**src/design/urcd_pkg.sv**
```systemverilog
// ----------------------------------------------------------------------------
// urcd_pkg
// shared types and byte codes for the remote command decoder
// ----------------------------------------------------------------------------
package urcd_pkg;

   // controller to datapath
   typedef struct packed {
      logic load;   // word accepted, decode it
      logic emit;   // load the output register
      logic last;   // the emitted word is the closing one of the run
   } ctrl_cmd_type;

   // datapath to controller
   typedef struct packed {
      logic wr_pending;   // a queue write is still to be emitted
   } dp_status_type;

   // received byte codes
   localparam logic [7:0] BYTE_ALT_TOP   = 8'd10;
   localparam logic [7:0] BYTE_SPEED_HI  = 8'h58;
   localparam logic [7:0] BYTE_SPEED_LO  = 8'h59;
   localparam logic [7:0] BYTE_HALT      = 8'h5A;
   localparam logic [7:0] BYTE_FWD       = 8'h41;
   localparam logic [7:0] BYTE_BACK      = 8'h45;
   localparam logic [7:0] BYTE_RIGHT_A   = 8'h42;
   localparam logic [7:0] BYTE_RIGHT_B   = 8'h43;
   localparam logic [7:0] BYTE_RIGHT_C   = 8'h44;
   localparam logic [7:0] BYTE_LEFT_A    = 8'h46;
   localparam logic [7:0] BYTE_LEFT_B    = 8'h47;
   localparam logic [7:0] BYTE_LEFT_C    = 8'h48;
   localparam logic [7:0] BYTE_CLR_QUEUE = 8'h61;
   localparam logic [7:0] BYTE_RESTART   = 8'h62;
   localparam logic [7:0] BYTE_PAUSE     = 8'h63;
   localparam logic [7:0] BYTE_CLR_ODD   = 8'h64;
   localparam logic [7:0] BYTE_APP_GAP   = 8'h65;
   localparam logic [7:0] BYTE_STOP      = 8'h66;
   localparam logic [7:0] BYTE_APP_LEFT  = 8'h67;
   localparam logic [7:0] BYTE_APP_FWD   = 8'h68;
   localparam logic [7:0] BYTE_APP_RIGHT = 8'h69;
   localparam logic [7:0] BYTE_JUMP      = 8'h6F;
   localparam logic [7:0] BYTE_OPEN      = 8'h7B;
   localparam logic [7:0] BYTE_CLOSE     = 8'h7D;
   localparam logic [7:0] BYTE_REPORT    = 8'h50;
   localparam logic [7:0] BYTE_ID_LO     = 8'h30;
   localparam logic [7:0] BYTE_ID_HI     = 8'h38;
   localparam logic [7:0] BYTE_ZERO      = 8'd48;

   // alternate code set, below ten
   localparam logic [7:0] ALT_FWD     = 8'd1;
   localparam logic [7:0] ALT_BACK    = 8'd5;
   localparam logic [7:0] ALT_RIGHT_A = 8'd2;
   localparam logic [7:0] ALT_RIGHT_B = 8'd4;
   localparam logic [7:0] ALT_LEFT_A  = 8'd6;
   localparam logic [7:0] ALT_LEFT_B  = 8'd8;

   // drive flags
   localparam logic [3:0] FLAGS_NONE  = 4'b0000;
   localparam logic [3:0] FLAGS_FWD   = 4'b0001;
   localparam logic [3:0] FLAGS_BACK  = 4'b0010;
   localparam logic [3:0] FLAGS_LEFT  = 4'b0100;
   localparam logic [3:0] FLAGS_RIGHT = 4'b1000;
   localparam logic [3:0] FLAGS_AXIAL = 4'b0011;

   localparam logic [1:0] SPEED_HIGH = 2'd1;
   localparam logic [1:0] SPEED_LOW  = 2'd2;

   localparam logic [1:0] RUN_NONE    = 2'd0;
   localparam logic [1:0] RUN_RESTART = 2'd1;
   localparam logic [1:0] RUN_JUMP    = 2'd2;

   localparam logic [2:0] QV_GAP   = 3'd0;
   localparam logic [2:0] QV_FWD   = 3'd1;
   localparam logic [2:0] QV_LEFT  = 3'd2;
   localparam logic [2:0] QV_RIGHT = 3'd3;
   localparam logic [2:0] QV_PAUSE = 3'd4;

   // queue layout
   localparam logic [6:0] Q_FIRST     = 7'd20;
   localparam logic [6:0] Q_PAUSE_SLOT = 7'd21;
   localparam logic [6:0] Q_RESTART_END = 7'd22;
   localparam logic [5:0] Q_APPEND_HOME = 6'd22;
   localparam logic [5:0] Q_PAUSE_MIN = 6'd19;

   // frame byte positions
   localparam logic [5:0] FRAME_POS_ID     = 6'd1;
   localparam logic [5:0] FRAME_POS_FOURTH = 6'd3;

endpackage

```
**src/design/urcd_ctrl.sv**
```systemverilog
// ----------------------------------------------------------------------------
// urcd_ctrl
// sequencer: takes one byte, then walks the write run and the closing word
// ----------------------------------------------------------------------------
module urcd_ctrl (
   input  logic                    clock,
   input  logic                    reset,
   input  logic                    req_valid,
   output logic                    req_stall,
   output logic                    rsp_valid,
   input  logic                    rsp_stall,
   input  urcd_pkg::dp_status_type status,
   output urcd_pkg::ctrl_cmd_type  cmd
);

   localparam logic ST_IDLE = 1'b0;
   localparam logic ST_RUN  = 1'b1;

   logic state_ff, state_in;
   logic valid_ff, valid_in;
   logic slot_free;

   assign slot_free = !valid_ff || !rsp_stall;
   assign req_stall = (state_ff != ST_IDLE);
   assign rsp_valid = valid_ff;

   always_comb begin
      state_in = state_ff;
      cmd      = '0;
      case (state_ff)
         ST_IDLE: begin
            if (req_valid) begin
               cmd.load = 1'b1;
               state_in = ST_RUN;
            end
         end
         ST_RUN: begin
            if (slot_free) begin
               cmd.emit = 1'b1;
               if (!status.wr_pending) begin
                  cmd.last = 1'b1;
                  state_in = ST_IDLE;
               end
            end
         end
         default: state_in = ST_IDLE;
      endcase
   end

   always_comb begin
      if (cmd.emit) begin
         valid_in = 1'b1;
      end else if (!rsp_stall) begin
         valid_in = 1'b0;
      end else begin
         valid_in = valid_ff;
      end
   end

   always_ff @(posedge clock) begin
      if (reset) begin
         state_ff <= ST_IDLE;
         valid_ff <= 1'b0;
      end else begin
         state_ff <= state_in;
         valid_ff <= valid_in;
      end
   end

endmodule

```
**src/design/urcd_dp.sv**
```systemverilog
// ----------------------------------------------------------------------------
// urcd_dp
// decoder state, queue write generator, frame folding and output register
// ----------------------------------------------------------------------------
module urcd_dp #(
   parameter int FRAME_BYTES = 50,
   parameter int QUEUE_END   = 60
) (
   input  logic                    clock,
   input  logic                    reset,
   input  urcd_pkg::ctrl_cmd_type  cmd,
   output urcd_pkg::dp_status_type status,
   input  logic [7:0]              req_rx_byte,
   input  logic [5:0]              req_runner_position,
   output logic [3:0]              rsp_drive_flags,
   output logic [1:0]              rsp_speed_mode,
   output logic                    rsp_stop_request,
   output logic                    rsp_queue_write_valid,
   output logic [5:0]              rsp_queue_write_index,
   output logic [2:0]              rsp_queue_write_value,
   output logic [1:0]              rsp_runner_command,
   output logic                    rsp_param_valid,
   output logic [3:0]              rsp_param_select,
   output logic signed [31:0]      rsp_param_value,
   output logic                    rsp_send_request,
   output logic                    rsp_last
);

   localparam logic [6:0] QEND     = 7'(QUEUE_END);
   localparam logic [6:0] AP_LIMIT = 7'(QUEUE_END - 2);
   localparam logic [5:0] FBYTES   = 6'(FRAME_BYTES);
   localparam logic signed [36:0] SAT_HI = 37'sd2147483647;
   localparam logic signed [36:0] SAT_LO = -37'sd2147483648;

   // decoder state
   logic [3:0] flags_ff, flags_in;
   logic [1:0] speed_ff, speed_in;
   logic [5:0] ap_ff, ap_in;
   logic       open_ff, open_in;
   logic [5:0] cnt_ff, cnt_in;
   logic [7:0] id_ff, id_in;
   logic [7:0] fourth_ff, fourth_in;
   logic signed [31:0] fv_ff, fv_in;

   // write generator
   logic [6:0] cur_ff, cur_in;
   logic [6:0] lim_ff, lim_in;
   logic       step2_ff, step2_in;
   logic [6:0] mark_ff, mark_in;
   logic [2:0] mval_ff, mval_in;

   // closing word fields
   logic        stop_ff, stop_in;
   logic [1:0]  rcmd_ff, rcmd_in;
   logic        pvalid_ff, pvalid_in;
   logic [3:0]  psel_ff, psel_in;
   logic [31:0] pval_ff, pval_in;
   logic        send_ff, send_in;

   // output register
   logic [3:0]  o_flags_ff;
   logic [1:0]  o_speed_ff;
   logic        o_stop_ff;
   logic        o_qwv_ff;
   logic [5:0]  o_qidx_ff;
   logic [2:0]  o_qval_ff;
   logic [1:0]  o_rcmd_ff;
   logic        o_pvalid_ff;
   logic [3:0]  o_psel_ff;
   logic [31:0] o_pval_ff;
   logic        o_send_ff;
   logic        o_last_ff;

   logic [7:0] b;
   logic [6:0] tgt;
   logic [6:0] ap_end;
   logic signed [36:0] fv_ext, prod, digit, fold;
   logic closing, collecting;

   function automatic logic [6:0] min7(input logic [6:0] x, input logic [6:0] y);
      return (x < y) ? x : y;
   endfunction

   assign b      = req_rx_byte;
   assign tgt    = {1'b0, req_runner_position}
                   + (req_runner_position[0] ? 7'd2 : 7'd1);
   assign ap_end = {1'b0, ap_ff} + 7'd2;

   // value*10 + digit, widened so nothing wraps before the clamp
   assign fv_ext = 37'(fv_ff);
   assign prod   = (fv_ext <<< 3) + (fv_ext <<< 1);
   assign digit  = $signed({29'd0, b}) - $signed({29'd0, urcd_pkg::BYTE_ZERO});
   assign fold   = prod + digit;

   assign closing    = (b == urcd_pkg::BYTE_CLOSE);
   assign collecting = (b == urcd_pkg::BYTE_OPEN) || (open_ff && !closing);

   assign status.wr_pending = (cur_ff < lim_ff);

   always_comb begin
      flags_in  = flags_ff;
      speed_in  = speed_ff;
      ap_in     = ap_ff;
      open_in   = open_ff;
      cnt_in    = cnt_ff;
      id_in     = id_ff;
      fourth_in = fourth_ff;
      fv_in     = fv_ff;
      cur_in    = cur_ff;
      lim_in    = lim_ff;
      step2_in  = step2_ff;
      mark_in   = mark_ff;
      mval_in   = mval_ff;
      stop_in   = stop_ff;
      rcmd_in   = rcmd_ff;
      pvalid_in = pvalid_ff;
      psel_in   = psel_ff;
      pval_in   = pval_ff;
      send_in   = send_ff;

      if (cmd.load) begin
         // no writes unless a command sets them up
         cur_in    = '0;
         lim_in    = '0;
         step2_in  = 1'b0;
         mark_in   = '0;
         mval_in   = urcd_pkg::QV_GAP;
         stop_in   = 1'b0;
         rcmd_in   = urcd_pkg::RUN_NONE;
         pvalid_in = 1'b0;
         psel_in   = '0;
         pval_in   = '0;
         send_in   = 1'b0;

         if (b == urcd_pkg::BYTE_SPEED_LO) speed_in = urcd_pkg::SPEED_LOW;
         if (b == urcd_pkg::BYTE_SPEED_HI) speed_in = urcd_pkg::SPEED_HIGH;

         if (b > urcd_pkg::BYTE_ALT_TOP) begin
            case (b)
               urcd_pkg::BYTE_HALT: flags_in = urcd_pkg::FLAGS_NONE;
               urcd_pkg::BYTE_FWD:  flags_in = urcd_pkg::FLAGS_FWD;
               urcd_pkg::BYTE_BACK: flags_in = urcd_pkg::FLAGS_BACK;
               urcd_pkg::BYTE_RIGHT_A, urcd_pkg::BYTE_RIGHT_B, urcd_pkg::BYTE_RIGHT_C:
                  flags_in = urcd_pkg::FLAGS_RIGHT;
               urcd_pkg::BYTE_LEFT_A, urcd_pkg::BYTE_LEFT_B, urcd_pkg::BYTE_LEFT_C:
                  flags_in = urcd_pkg::FLAGS_LEFT;
               urcd_pkg::BYTE_CLR_QUEUE: begin
                  cur_in   = urcd_pkg::Q_FIRST;
                  lim_in   = QEND;
                  mark_in  = urcd_pkg::Q_PAUSE_SLOT;
                  mval_in  = urcd_pkg::QV_PAUSE;
                  rcmd_in  = urcd_pkg::RUN_RESTART;
                  ap_in    = urcd_pkg::Q_APPEND_HOME;
                  flags_in = flags_ff & urcd_pkg::FLAGS_AXIAL;
               end
               urcd_pkg::BYTE_RESTART: begin
                  cur_in   = urcd_pkg::Q_PAUSE_SLOT;
                  lim_in   = min7(urcd_pkg::Q_RESTART_END, QEND);
                  rcmd_in  = urcd_pkg::RUN_RESTART;
                  flags_in = flags_ff & urcd_pkg::FLAGS_AXIAL;
               end
               urcd_pkg::BYTE_PAUSE: begin
                  if (req_runner_position > urcd_pkg::Q_PAUSE_MIN) begin
                     cur_in  = tgt;
                     lim_in  = min7(tgt + 7'd1, QEND);
                     mark_in = tgt;
                     mval_in = urcd_pkg::QV_PAUSE;
                  end
               end
               urcd_pkg::BYTE_CLR_ODD: begin
                  cur_in   = urcd_pkg::Q_PAUSE_SLOT;
                  lim_in   = QEND;
                  step2_in = 1'b1;
               end
               urcd_pkg::BYTE_APP_GAP, urcd_pkg::BYTE_APP_LEFT,
               urcd_pkg::BYTE_APP_FWD, urcd_pkg::BYTE_APP_RIGHT: begin
                  cur_in  = {1'b0, ap_ff};
                  lim_in  = min7(ap_end, QEND);
                  mark_in = {1'b0, ap_ff};
                  case (b)
                     urcd_pkg::BYTE_APP_LEFT:  mval_in = urcd_pkg::QV_LEFT;
                     urcd_pkg::BYTE_APP_FWD:   mval_in = urcd_pkg::QV_FWD;
                     urcd_pkg::BYTE_APP_RIGHT: mval_in = urcd_pkg::QV_RIGHT;
                     default:                  mval_in = urcd_pkg::QV_GAP;
                  endcase
                  if ({1'b0, ap_ff} < AP_LIMIT) ap_in = ap_end[5:0];
               end
               urcd_pkg::BYTE_STOP: stop_in = 1'b1;
               urcd_pkg::BYTE_JUMP: rcmd_in = urcd_pkg::RUN_JUMP;
               default: flags_in = urcd_pkg::FLAGS_NONE;
            endcase
         end

         if (b < urcd_pkg::BYTE_ALT_TOP) begin
            speed_in = urcd_pkg::SPEED_HIGH;
            if (b == urcd_pkg::ALT_FWD) begin
               flags_in = urcd_pkg::FLAGS_FWD;
            end else if (b == urcd_pkg::ALT_BACK) begin
               flags_in = urcd_pkg::FLAGS_BACK;
            end else if (b inside {[urcd_pkg::ALT_RIGHT_A:urcd_pkg::ALT_RIGHT_B]}) begin
               flags_in = urcd_pkg::FLAGS_RIGHT;
            end else if (b inside {[urcd_pkg::ALT_LEFT_A:urcd_pkg::ALT_LEFT_B]}) begin
               flags_in = urcd_pkg::FLAGS_LEFT;
            end else begin
               flags_in = urcd_pkg::FLAGS_NONE;
            end
         end

         // parameter frame
         if (closing) begin
            if (fourth_ff == urcd_pkg::BYTE_REPORT) begin
               send_in = 1'b1;
            end else if (id_ff inside {[urcd_pkg::BYTE_ID_LO:urcd_pkg::BYTE_ID_HI]}) begin
               pvalid_in = 1'b1;
               psel_in   = 4'(id_ff - urcd_pkg::BYTE_ID_LO);
               pval_in   = fv_ff;
            end
            open_in   = 1'b0;
            cnt_in    = '0;
            id_in     = '0;
            fourth_in = '0;
            fv_in     = '0;
         end else if (collecting) begin
            open_in = 1'b1;
            if (cnt_ff < FBYTES) begin
               if (cnt_ff == urcd_pkg::FRAME_POS_ID) id_in = b;
               if (cnt_ff == urcd_pkg::FRAME_POS_FOURTH) fourth_in = b;
               if (cnt_ff >= urcd_pkg::FRAME_POS_FOURTH) begin
                  if (fold > SAT_HI) begin
                     fv_in = SAT_HI[31:0];
                  end else if (fold < SAT_LO) begin
                     fv_in = SAT_LO[31:0];
                  end else begin
                     fv_in = fold[31:0];
                  end
               end
               cnt_in = cnt_ff + 6'd1;
            end
         end
      end else if (cmd.emit && !cmd.last) begin
         cur_in = cur_ff + (step2_ff ? 7'd2 : 7'd1);
      end
   end

   always_ff @(posedge clock) begin
      if (reset) begin
         flags_ff  <= urcd_pkg::FLAGS_NONE;
         speed_ff  <= urcd_pkg::SPEED_LOW;
         ap_ff     <= urcd_pkg::Q_APPEND_HOME;
         open_ff   <= 1'b0;
         cnt_ff    <= '0;
         id_ff     <= '0;
         fourth_ff <= '0;
         fv_ff     <= '0;
         cur_ff    <= '0;
         lim_ff    <= '0;
      end else begin
         flags_ff  <= flags_in;
         speed_ff  <= speed_in;
         ap_ff     <= ap_in;
         open_ff   <= open_in;
         cnt_ff    <= cnt_in;
         id_ff     <= id_in;
         fourth_ff <= fourth_in;
         fv_ff     <= fv_in;
         cur_ff    <= cur_in;
         lim_ff    <= lim_in;
      end
   end

   always_ff @(posedge clock) begin
      step2_ff  <= step2_in;
      mark_ff   <= mark_in;
      mval_ff   <= mval_in;
      stop_ff   <= stop_in;
      rcmd_ff   <= rcmd_in;
      pvalid_ff <= pvalid_in;
      psel_ff   <= psel_in;
      pval_ff   <= pval_in;
      send_ff   <= send_in;
   end

   // output register, a write word or the closing word
   always_ff @(posedge clock) begin
      if (cmd.emit) begin
         o_flags_ff <= flags_ff;
         o_speed_ff <= speed_ff;
         o_last_ff  <= cmd.last;
         if (cmd.last) begin
            o_stop_ff   <= stop_ff;
            o_qwv_ff    <= 1'b0;
            o_qidx_ff   <= '0;
            o_qval_ff   <= urcd_pkg::QV_GAP;
            o_rcmd_ff   <= rcmd_ff;
            o_pvalid_ff <= pvalid_ff;
            o_psel_ff   <= psel_ff;
            o_pval_ff   <= pval_ff;
            o_send_ff   <= send_ff;
         end else begin
            o_stop_ff   <= 1'b0;
            o_qwv_ff    <= 1'b1;
            o_qidx_ff   <= cur_ff[5:0];
            o_qval_ff   <= (cur_ff == mark_ff) ? mval_ff : urcd_pkg::QV_GAP;
            o_rcmd_ff   <= urcd_pkg::RUN_NONE;
            o_pvalid_ff <= 1'b0;
            o_psel_ff   <= '0;
            o_pval_ff   <= '0;
            o_send_ff   <= 1'b0;
         end
      end
   end

   assign rsp_drive_flags       = o_flags_ff;
   assign rsp_speed_mode        = o_speed_ff;
   assign rsp_stop_request      = o_stop_ff;
   assign rsp_queue_write_valid = o_qwv_ff;
   assign rsp_queue_write_index = o_qidx_ff;
   assign rsp_queue_write_value = o_qval_ff;
   assign rsp_runner_command    = o_rcmd_ff;
   assign rsp_param_valid       = o_pvalid_ff;
   assign rsp_param_select      = o_psel_ff;
   assign rsp_param_value       = $signed(o_pval_ff);
   assign rsp_send_request      = o_send_ff;
   assign rsp_last              = o_last_ff;

endmodule

```
**src/design/uart_remote_command_decoder_top.sv**
```systemverilog
// ----------------------------------------------------------------------------
// uart_remote_command_decoder_top
// remote-control byte decoder with action queue writes and parameter frames
// ----------------------------------------------------------------------------
// result words: one word per cycle while the result side does not stall
// each byte gives W write words and then its closing word, W the number of
//   queue writes it causes (queue clear gives QUEUE_END - 20 writes); the
//   write generator issues one queue write per cycle unless the result side
//   stalls, and the next byte waits until the closing word is loaded
// reset: synchronous; flags cleared, low speed, append slot 22, frame idle
// ----------------------------------------------------------------------------
module uart_remote_command_decoder_top #(
   parameter int FRAME_BYTES = 50,   // stored frame bytes, 8 to 63
   parameter int QUEUE_END   = 60    // action queue length, 24 to 64
) (
   input  logic               clock,
   input  logic               reset,
   // byte channel
   input  logic               req_valid,
   output logic               req_stall,
   input  logic [7:0]         req_rx_byte,
   input  logic [5:0]         req_runner_position,
   // result channel
   output logic               rsp_valid,
   input  logic               rsp_stall,
   output logic [3:0]         rsp_drive_flags,
   output logic [1:0]         rsp_speed_mode,
   output logic               rsp_stop_request,
   output logic               rsp_queue_write_valid,
   output logic [5:0]         rsp_queue_write_index,
   output logic [2:0]         rsp_queue_write_value,
   output logic [1:0]         rsp_runner_command,
   output logic               rsp_param_valid,
   output logic [3:0]         rsp_param_select,
   output logic signed [31:0] rsp_param_value,
   output logic               rsp_send_request,
   output logic               rsp_last
);

   // command and status between sequencer and datapath
   urcd_pkg::ctrl_cmd_type  cmd;
   urcd_pkg::dp_status_type status;

   // sequencer: idle takes a byte, run walks the write words and then the
   // closing word; the byte side is freed once the closing word is loaded into
   // the output register, even if it still waits to be taken
   urcd_ctrl u_ctrl (
      .clock     (clock),
      .reset     (reset),
      .req_valid (req_valid),
      .req_stall (req_stall),
      .rsp_valid (rsp_valid),
      .rsp_stall (rsp_stall),
      .status    (status),
      .cmd       (cmd)
   );

   // datapath: the whole decode happens on the load cycle, leaving a small
   // write generator (start, limit, stride, marked entry) for the run
   urcd_dp #(
      .FRAME_BYTES (FRAME_BYTES),
      .QUEUE_END   (QUEUE_END)
   ) u_dp (
      .clock                 (clock),
      .reset                 (reset),
      .cmd                   (cmd),
      .status                (status),
      .req_rx_byte           (req_rx_byte),
      .req_runner_position   (req_runner_position),
      .rsp_drive_flags       (rsp_drive_flags),
      .rsp_speed_mode        (rsp_speed_mode),
      .rsp_stop_request      (rsp_stop_request),
      .rsp_queue_write_valid (rsp_queue_write_valid),
      .rsp_queue_write_index (rsp_queue_write_index),
      .rsp_queue_write_value (rsp_queue_write_value),
      .rsp_runner_command    (rsp_runner_command),
      .rsp_param_valid       (rsp_param_valid),
      .rsp_param_select      (rsp_param_select),
      .rsp_param_value       (rsp_param_value),
      .rsp_send_request      (rsp_send_request),
      .rsp_last              (rsp_last)
   );

   // a taken byte always keeps the sequencer busy for at least the next cycle
   assert property (@(posedge clock) disable iff (reset)
      (req_valid && !req_stall) |=> req_stall)
      else $error("sequencer not busy after taking a byte");

   // while the byte side is open, the write generator must be spent
   assert property (@(posedge clock) disable iff (reset)
      !req_stall |-> !status.wr_pending)
      else $error("queue writes left over when the next byte may enter");

   // queue writes never point past the end of the queue
   assert property (@(posedge clock) disable iff (reset)
      (rsp_valid && rsp_queue_write_valid) |->
         ({1'b0, rsp_queue_write_index} < 7'(QUEUE_END)))
      else $error("queue write beyond queue end");

endmodule
```
**config.mk**
```make
export PLATFORM = sky130hd
export DESIGN_NAME = uart_remote_command_decoder_top
export DESIGN_NICKNAME = d
export VERILOG_FILES = /design/src/design/urcd_pkg.sv /design/src/design/urcd_ctrl.sv /design/src/design/urcd_dp.sv /design/src/design/uart_remote_command_decoder_top.sv
export SDC_FILE = /design/constraint.sdc
export NUM_CORES = 1
export LEC_CHECK = 0
export ABC_CLOCK_PERIOD_IN_PS = 12700
export BUFFER_PORTS_ARGS = -buffer_cell sky130_fd_sc_hd__buf_2
export CORE_MARGIN = 2
export CORE_UTILIZATION = 65
export CTS_CLUSTER_SIZE = 30
export DETAILED_ROUTE_END_ITERATION = 10
export GPL_TIMING_DRIVEN = 0
export PLACE_DENSITY = 0.85
export SLEW_MARGIN = 5
export SYNTH_ARGS = -nofsm -noshare
export SYNTH_HDL_FRONTEND = slang
export SYNTH_SLANG_ARGS = --single-unit
```
**constraint.sdc**
```tcl
create_clock -name clock -period 12.7 [get_ports clock]
set_clock_uncertainty 0.1 [all_clocks]
set_input_delay 0.635 -clock clock [delete_from_list [all_inputs] [get_ports clock]]
set_output_delay 0.635 -clock clock [all_outputs]
set_load 0.02 [all_outputs]
```
==> impl_results.md <==
* Status: finished, final reports clean
* Synth Warn # at 0
* Total global-route track usage at between 20% and 30%
* Num rows at 49
* Largest area contributor in the netlist: edfxtp_1
* Sink of the worst hold path: u_dp.rsp_drive_flags[1]$_DFFE_PP_
* Worst Path Required at roughly 13 ns
* Final Hold Viols at 0
* Reg-to-reg slack, setup at 6.17 ns
* WL per Instance at 18.46 microns
* Nets at 1385
* Main synth FF type: edfxtp_1
* Clock Sink Count at 192
* Clock slew at reported path FFs at 0.07 ns
* CTS Hold Buffers Added at 0
* Worst VDD drop at 106.5 uV
* Crit Reg-Reg Startpoint: u_dp.fv_ff[0]$_SDFFE_PP0P_
* Placeable Area at 0.01778 sq mm
* Worst hold path class: reg2reg
* Final setup fails at 0
* Largest net degree at the start of global routing at 62
* RSZ-0062 raised after global routing: no
* CP Data Arrival Time at 6.74 ns
* FFs w/ async S/R, synth at 0%
* Post-Syn Instances at 1180
* Clk Latency, worst-skew pair at 0.44 ns
* Port bufs at 76
* FMAX at about 150 MHz
* Max Slew Vio Count at 0
* Synth Net Count at 1286
* Post-CTS setup buffers at 0
* Register area at ~0.0049 sq mm
* Layout cell share with drive strength beyond 1 at 12.54%
* # fillers at about 1300
* GRT overflow at 0
* Top cell type's share of synthesized area at ~28%
* Top post-synthesis cells by area: edfxtp_1 (28%), dfxtp_1 (14%), ha_1 (9.1%), and2_1 (4.7%), xnor2_1 (4.6%)
* Num CTS Buffers at 17
* Antenna violations before repair at 0
* H-tree depth at 4
* Tmin final at 6.526 ns
* Initial cell density of the core at 65.77%
* Register-to-Register Path Depth at 21
* EDFF count, synth at between 100 and 150
* Pleak at 5.437 nW
* Multi-input logic area at roughly 0.0064 sq mm
* Post-route DRC at 0
* Die width at about 140 microns
* Avg Inst Size Synth at 9.910 sq um
* Post-DP HPWL at 20.75 mm
* Clock Tree Root: clkbuf_16
* DRT iter0 DRCs at 820
* Maximum clock path buffer count at 2
* Fin cells at 1521
* Slew HR at 42.73%
* Number of global-route vias before repair at 9421
* Hold wc startpoint: u_dp.flags_ff[1]$_SDFFE_PP0P_
* DP Cell Count at 1489
* Vias per inst at 6.326
* Setup crit end kind: flip-flop
* First-pass GRT wire length at 45.78 mm
* TNS Setup at 0 ns
* Max Cap Viol at 0
* Layout overhead on the synthesized area at 11.36%
* Io pins at 78
* Die area at 0.01908 sq mm
* CTS tree: built
* Critical path type: reg2reg
* Synth Register Bits at about 190
* Syn Std Cell Area at 0.01169 sq mm
* Routability cong. at 0.9379
* Routed vias at roughly 9600
* Count leader, synth: edfxtp_1
* Pre-Repair DR Iteration Count at 5
* Drt total wl at approximately 28 mm
* # resized after CTS at 0
* Actual slew at the worst max-slew pin at 0.8591 ns
* Crit start category: flip-flop
* Power density over the cells at around 110 mW/mm^2
* Final worst-path cycle share at 51.38%
* CP max FO at 10
* Antenna diodes at 0
* WHS Path Cells at 0
* Yosys cell types at between 80 and 90
* Post-synth top cells: edfxtp_1 (110), nor2_1 (94), a21oi_1 (90)
* Die H at 138.1 microns
* Final ANT Viol Nets at 0
* RR Endpoint: u_dp.fv_ff[2]$_SDFFE_PP0P_
* Sequential-to-total area share from yosys stat at 42.29%
[how the worst max path moves through the flow]
stage,end,cells past startpoint,from,slack [ns]
3_3_place_gp,u_dp.cur_ff[5]$_SDFFE_PP0P_,6,rsp_stall,3.91
5_1_grt,u_dp.fv_ff[2]$_SDFFE_PP0P_,22,u_dp.fv_ff[0]$_SDFFE_PP0P_,5.81
3_5_place_dp,u_dp.fv_ff[27]$_SDFFE_PP0P_,21,u_dp.fv_ff[0]$_SDFFE_PP0P_,6.41
2_1_floorplan,u_dp.cur_ff[6]$_SDFFE_PP0P_,5,rsp_stall,6.42
6_report,u_dp.fv_ff[2]$_SDFFE_PP0P_,21,u_dp.fv_ff[0]$_SDFFE_PP0P_,6.17
4_1_cts,u_dp.fv_ff[2]$_SDFFE_PP0P_,21,u_dp.fv_ff[0]$_SDFFE_PP0P_,6.29
[routing by layer]
layer | part of all wire, % | GRT usage (%)
met5 | 0 | 0
met4 | 3.1 | 12.73
met3 | 7.2 | 5.300
met2 | 48 | 49.45
met1 | 42 | 37.66
[layout make-up]
| class | instances | area share (%) |
|---|---|---|
| plain buffers | 41 | 1.998 |
| clock buffers | 17 | 3.267 |
| clock inverters | 15 | 1.095 |
| inverters | 36 | 1.038 |
| multi-input cells | 911 | 48.94 |
| flip-flops and latches | 192 | 37.97 |
| well taps | 229 | 2.200 |
| repair buffers | 80 | 3.488 |
[cell usage in the layout (no fill, tap or decap), types with 18 or more instances in the layout]
master and n:
edfxtp_1 110, nor2_1 94, a21oi_1 90, and2_1 87, ha_1 85, dfxtp_1 82
buf_2 76, nand2_1 68, xnor2_1 62, o21ai_0 59, a21o_1 36, inv_1 35
a221o_1 32, nand3_1 28, nor3_1 27, clkbuf_1 21, nand2b_1 20, xor2_1 18
[power breakdown]
group          internal [mW]  leakage [nW]  switching, mW  total [mW]
registers              0.693          1.73         0.0123       0.705
clock network          0.261         0.276          0.260       0.521
logic                 0.0567          3.43          0.113       0.170
total                   1.01          5.44          0.385        1.40
[worst max-delay path: stages, from the launching register on]
cell       delay [ns]
dfxtp_1          0.37
ha_1             0.26
fa_1             0.43
a211oi_1         0.36
o21ai_0          0.20
a31oi_1          0.40
o31ai_1          0.13
a21oi_1          0.41
o21ai_0          0.19
o2111a_1         0.31
o31a_1           0.28
nor2_1           0.12
xnor2_1          0.15
ha_1             0.33
a2111oi_0        0.56
o21ai_0          0.20
a31oi_1          0.30
o41ai_2          0.13
xor2_1           0.17
o41a_1           0.51
buf_6            0.19
a221o_1          0.29
[cell families after synthesis]
group                    count (synthesis)  share of synthesized area (%)
multiplexers                             6                         0.5136
adder cells (fa/ha/maj)                 88                          9.608
flip-flops                             192                          42.29
AND/OR/NAND/NOR                        381                          16.68
AO/OA/AOI/OAI                          356                          21.57
buffers and inverters                   77                          3.349
XOR/XNOR                                80                          5.992
[stage by stage]
stage / instance area, sq um / utilization (%) / hold WS [ns] / total power, mW / setup WS (ns)
after floorplan: 11690 / - / 0.3080 / 0.8292 / 6.417
after global placement: 12360 / 69.52 / 0.3140 / 0.8776 / 3.910
after detailed placement: 12450 / 70.05 / 0.3207 / 0.8872 / 6.412
after CTS: 13020 / 73.24 / 0.3372 / 1.398 / 6.290
after global routing: 13020 / 73.24 / 0.3501 / 1.441 / 5.806
final: 13020 / 73.24 / 0.3384 / 1.396 / 6.174
[sequential cells by signal, indices dropped and copies added (netlist names), 7 cells and up]
register and cells:
u_dp.fv_ff 32, u_dp.pval_ff 32, u_dp.rsp_param_value 32, u_dp.fourth_ff 8, u_dp.id_ff 8, u_dp.cur_ff 7
u_dp.lim_ff 7, u_dp.mark_ff 7
(Power assumes the default switching activity.)
